File: src/sv/assert_macros.svh
// Assertion helpers for the segment intersection classifier
`ifndef ASSERT_MACROS_SVH
`define ASSERT_MACROS_SVH
// check that a condition implies another in the same cycle
`define ASSERT_IMPLIES(label, clk, rst_n, a, b) \
	label: assert property (@(posedge clk) disable iff (!rst_n) (a) |-> (b)) \
		else $error("assertion failed");
// check that a condition implies another in the next cycle
`define ASSERT_NEXT(label, clk, rst_n, a, b) \
	label: assert property (@(posedge clk) disable iff (!rst_n) (a) |=> (b)) \
		else $error("assertion failed");
`endif

File: src/sv/sic_pkg.sv
// ----------------------------------------------------------------------------
// sic_pkg
// Shared constants and types for the segment intersection classifier.
// ----------------------------------------------------------------------------
package sic_pkg;
	localparam int unsigned COORD_WIDTH_DEF = 16;
	localparam int unsigned CLASS_W = 3;
	localparam int unsigned QUEUE_DEPTH = 4;
	localparam int unsigned QUEUE_AW = 2;

	typedef enum logic [CLASS_W-1:0] {
		CLS_NONE     = 3'd0,
		CLS_ENDPOINT = 3'd1,
		CLS_CROSS    = 3'd2,
		CLS_TOUCH    = 3'd3,
		CLS_OVERLAP  = 3'd4
	} contact_class_t;

	// case selected by the front end
	typedef enum logic [2:0] {
		K_NONE     = 3'd0,
		K_PT_AB    = 3'd1,
		K_PT_CD    = 3'd2,
		K_PAR      = 3'd3,
		K_SPAN     = 3'd4,
		K_SLOPED   = 3'd5,
		K_CROSS    = 3'd6
	} kind_t;
endpackage

File: src/sv/sic_back.sv
// ----------------------------------------------------------------------------
// sic_back
// Result queue and output register: buffers classified words and shows
// each on the result ports for one cycle.
// ----------------------------------------------------------------------------
module sic_back (
	input  logic clk,
	input  logic arst_n,
	input  logic push,
	input  logic [sic_pkg::CLASS_W-1:0] push_class,
	output logic strobe,
	output logic [sic_pkg::CLASS_W-1:0] contact_class,
	output logic [sic_pkg::QUEUE_AW:0] level
);
	import sic_pkg::*;

	logic [CLASS_W-1:0] mem_q [QUEUE_DEPTH];
	logic [QUEUE_AW-1:0] wr_q, rd_q;
	logic [QUEUE_AW:0] cnt_q;
	logic pop;

	assign pop = (cnt_q != '0);
	assign level = cnt_q;

	// store words
	always_ff @(posedge clk) begin
		if (push) begin
			mem_q[wr_q] <= push_class;
		end
	end

	// advance pointers and present one word a cycle while the queue is not empty
	always_ff @(posedge clk or negedge arst_n) begin
		if (!arst_n) begin
			wr_q <= '0;
			rd_q <= '0;
			cnt_q <= '0;
			strobe <= 1'b0;
		end else begin
			if (push) wr_q <= wr_q + 1'b1;
			if (pop) rd_q <= rd_q + 1'b1;
			cnt_q <= cnt_q + (QUEUE_AW+1)'(push) - (QUEUE_AW+1)'(pop);
			strobe <= pop;
		end
	end

	always_ff @(posedge clk) begin
		contact_class <= mem_q[rd_q];
	end
endmodule

File: config.mk
export PLATFORM = sky130hd
export DESIGN_NAME = sic_back
export DESIGN_NICKNAME = d
export VERILOG_FILES = /design/src/sv/assert_macros.svh /design/src/sv/sic_pkg.sv /design/src/sv/sic_back.sv
export SDC_FILE = /design/constraint.sdc
export NUM_CORES = 1
export LEC_CHECK = 0
export ABC_AREA = 1
export BUFFER_PORTS_ARGS = -buffer_cell sky130_fd_sc_hd__buf_2
export CAP_MARGIN = 0
export CORE_ASPECT_RATIO = 1.2
export CORE_MARGIN = 2
export CORE_UTILIZATION = 55
export DETAILED_ROUTE_END_ITERATION = 10
export GPL_TIMING_DRIVEN = 0
export PLACE_DENSITY_LB_ADDON = 0.08
export SKIP_LAST_GASP = 1
export SYNTH_ARGS = -nofsm -noshare
export SYNTH_HDL_FRONTEND = slang
export SYNTH_SLANG_ARGS = --single-unit
File: constraint.sdc
create_clock -name clk -period 2.34 [get_ports clk]
set_input_delay 0.117 -clock clk [delete_from_list [all_inputs] [get_ports clk]]
set_output_delay 0.117 -clock clk [all_outputs]
set_load 0.01 [all_outputs]
==> results by group <==
Outcome
  – Outcome: finished clean

Synth
  – Yosys Warn Count: 0
  – Synthesized Nets: 116
  – Count of cell types in the netlist: 16
  – Mapped Area: 1028 um2
  – Mapped Cells: 103
  – Seq/Total Area, Yosys: 0.6034
  – Avg Cell Area, Syn: 9.985 um2
  – Number of synthesized register bits: 23

Finish
  – Final #Nets: 134
  – Count of non-filler cells in the finished layout: roughly 140
  – Antenna fix cells: 0
  – P&R area growth vs syn: 11.80%
  – Design Area, Final: 1150 um2
  – Filler Cells Inserted: about 150
  – Most common cell after layout, fill and taps aside: nand2_1
  – Share of post-route cells with drive strength above 1: 0.2250
  – Commonest cells after routing, fill and taps aside: nand2_1 (32), inv_1 (19), buf_2 (13), edfxtp_1 (12), nand3_1 (9)

Floorplan
  – Ports: 13
  – Starting Density: 0.5689
  – # rows: 17
  – Core ar.: between 1500 and 2000 um2
  – Width of the die: 43.48 um
  – Full die area: 2233 um2
  – Die height: roughly 50 um

Global routing
  – First-pass GRT wire length: 2684 um
  – Vias in the first global route: about 630
  – Largest net degree at the start of global routing: 14
  – GRT overflow: 0
  – Initial antenna violation count: 0
  – Overall Global Routing Usage: 0.1672

Setup path
  – Critical-path maximum fanout: 4
  – Worst EP required: 2550 ps
  – Crit. path cell count: 10
  – Critical-path top delay cell: dfrtp_1
  – Critical path's largest stage delay: 450 ps
  – CP Launch Type: flop
  – Cells along the critical path: nor2_2, nand2_2, ha_1, inv_1, ha_1, fa_1, inv_1, nand2_1, nand3_1, nand2_1
  – Crit path max-delay family: adder cells
  – CP Buf/Inv Count: 2
  – Setup CP Type: flop to flop
  – Worst Reg-to-Reg Cells: 10
  – Critical path arrival: 2170 ps
  – Crit path capture type: flop

Timing
  – RSZ-0062 raised after global routing: false
  – Clock Skews: about 2.7 ps
  – Final setup fails: 0
  – Final Cycle Share: 0.8374
  – Tmin final: 1959 ps
  – Slew Viols, Final: 0
  – Worst Tran Pin Value: 210.6 ps
  – Setup TNS: 0 ps
  – Peak Freq: between 0.5 and 0.6 GHz
  – Fin. Hold Viols: 0
  – Worst rel slew slack: 0.8596

CTS
  – Post_cts resized: 0
  – CTS max path bufs: 2
  – CTS Root Cell: clkbuf_4
  – CTS sink cnt: 23
  – Later-pin clock latency in the skew report: 300 ps
  – CTS tree: yes
  – Setup bufs post-CTS: 0
  – CTS clock-pin slew for the worst setup and hold paths: roughly 120 ps
  – TritonCTS Buffers: 3
  – CTS H-tree depth: 1

Drt
  – Initial DRC Count: 16
  – WL/cell: roughly 11 um
  – Via count: around 660
  – Drt first pass iters: 4
  – DR DRC count: 0
  – Antenna viol nets, final: 0
  – Final wirelength: 1550 um
  – Vias per inst: ~4.8

Power
  – Leakage power: 0.6145 nW
  – Peak supply drop: 730.8 uV
  – Pwr Density: 1228 nW/um2

Place
  – # port buffers: 12
  – GP Congestion: 0.7787
  – Post-Place Cells: 134
  – Hpwl dp: ~1200 um
  – DP Area: 1112 um2

Worst hold path
  – Hold Path Class: input port to flop
  – Hold Crit Depth: 1

Job
  – Max Cap Viol: 0
-- worst reg2reg max path, cell delays in order, from the launching register on --
cell and delay (ps):
dfrtp_1 450, nor2_2 170, nand2_2 100, ha_1 290, inv_1 40, ha_1 180, fa_1 380, inv_1 60
nand2_1 60, nand3_1 90, nand2_1 50
-- logic make-up after synthesis --
| family | count (synthesis) | share of synthesized area |
|---|---|---|
| flops | 23 | 0.6034 |
| compound gates | 1 | 0.004862 |
| buf+inv | 28 | 0.1180 |
| xor+xnor | 1 | 0.008517 |
| fa+ha+maj | 7 | 0.09246 |
| simple gates | 43 | 0.1728 |
-- sequential cells by signal (all words and copies together) (netlist names) --
signal         cells
contact_class      3
rd_q               2
strobe             1
mem_q             12
wr_q               2
level              3
-- worst paths after layout --
path / start / to / slack, ps
max: level[1] / level[2] / 380
min: push_class[2] / mem_q[1][2] / 30
max reg2reg: level[1] / level[2] / 380
min reg2reg: wr_q[0] / wr_q[0] / 550
max in group asynchronous: arst_n / level[0] / 2000
min in group asynchronous: arst_n / rd_q[1] / 170
-- layer usage --
layer / part of all wire / global-route usage
met5: 0 / 0
met2: 0.53 / 0.3085
met1: 0.43 / 0.1799
met4: 0.010 / 0.09091
met3: 0.026 / 0.02120
-- synthesized netlist by cell type --
cell      instances  area, um2
buf_6             1      11.26
inv_1            19      71.32
xor2_1            1      8.760
buf_2             1      5.000
dfrtp_1           8      200.2
fa_1              1      20.02
ha_1              6      75.07
inv_2             6      22.52
edfxtp_1         12      360.4
dfxtp_1           3      60.06
nor2_2            1      6.260
o21ai_1           1      5.000
inv_8             1      11.26
nand3_1           9      45.04
nand2_1          32      120.1
nand2_2           1      6.260
-- power by group --
group	switching [W]	internal (W)
combinational	0.000350	0.000230
clock	0.000112	0.0000636
sequential	0.0000854	0.000571
total	0.000547	0.000864
-- area by class of cell --
class,count,area (um2),area share
Multi-Input combinational cell,52,286.5,0.2492
Inverter,26,105.1,0.09140
Clock buffer,3,22.52,0.01959
Timing Repair Buffer,13,70.07,0.06094
Clock inverter,1,5.005,0.004353
Sequential cell,23,620.6,0.5397
Buffer,2,16.27,0.01415
Tap cell,19,23.77,0.02067
-- stage by stage --
step	power (W)	worst slack [ps]	hold slack, ps	utilization
6_report	0.001412	380.5	32.69	0.6360
2_1_floorplan	0.001077	487.4	-178.6	-
5_1_grt	0.001553	195.6	15.60	0.6360
3_3_place_gp	0.001214	461.0	-29.24	0.6152
4_1_cts	0.001437	362.2	23.47	0.6360
3_5_place_dp	0.001252	411.1	-29.02	0.6152
-- repair_timing --
item,CTS,global route
hold endpoints to repair,8,0
setup endpoints to repair,0,0
hold buffers,1,0
No activity file was read; power rests on OpenSTA's default activity.
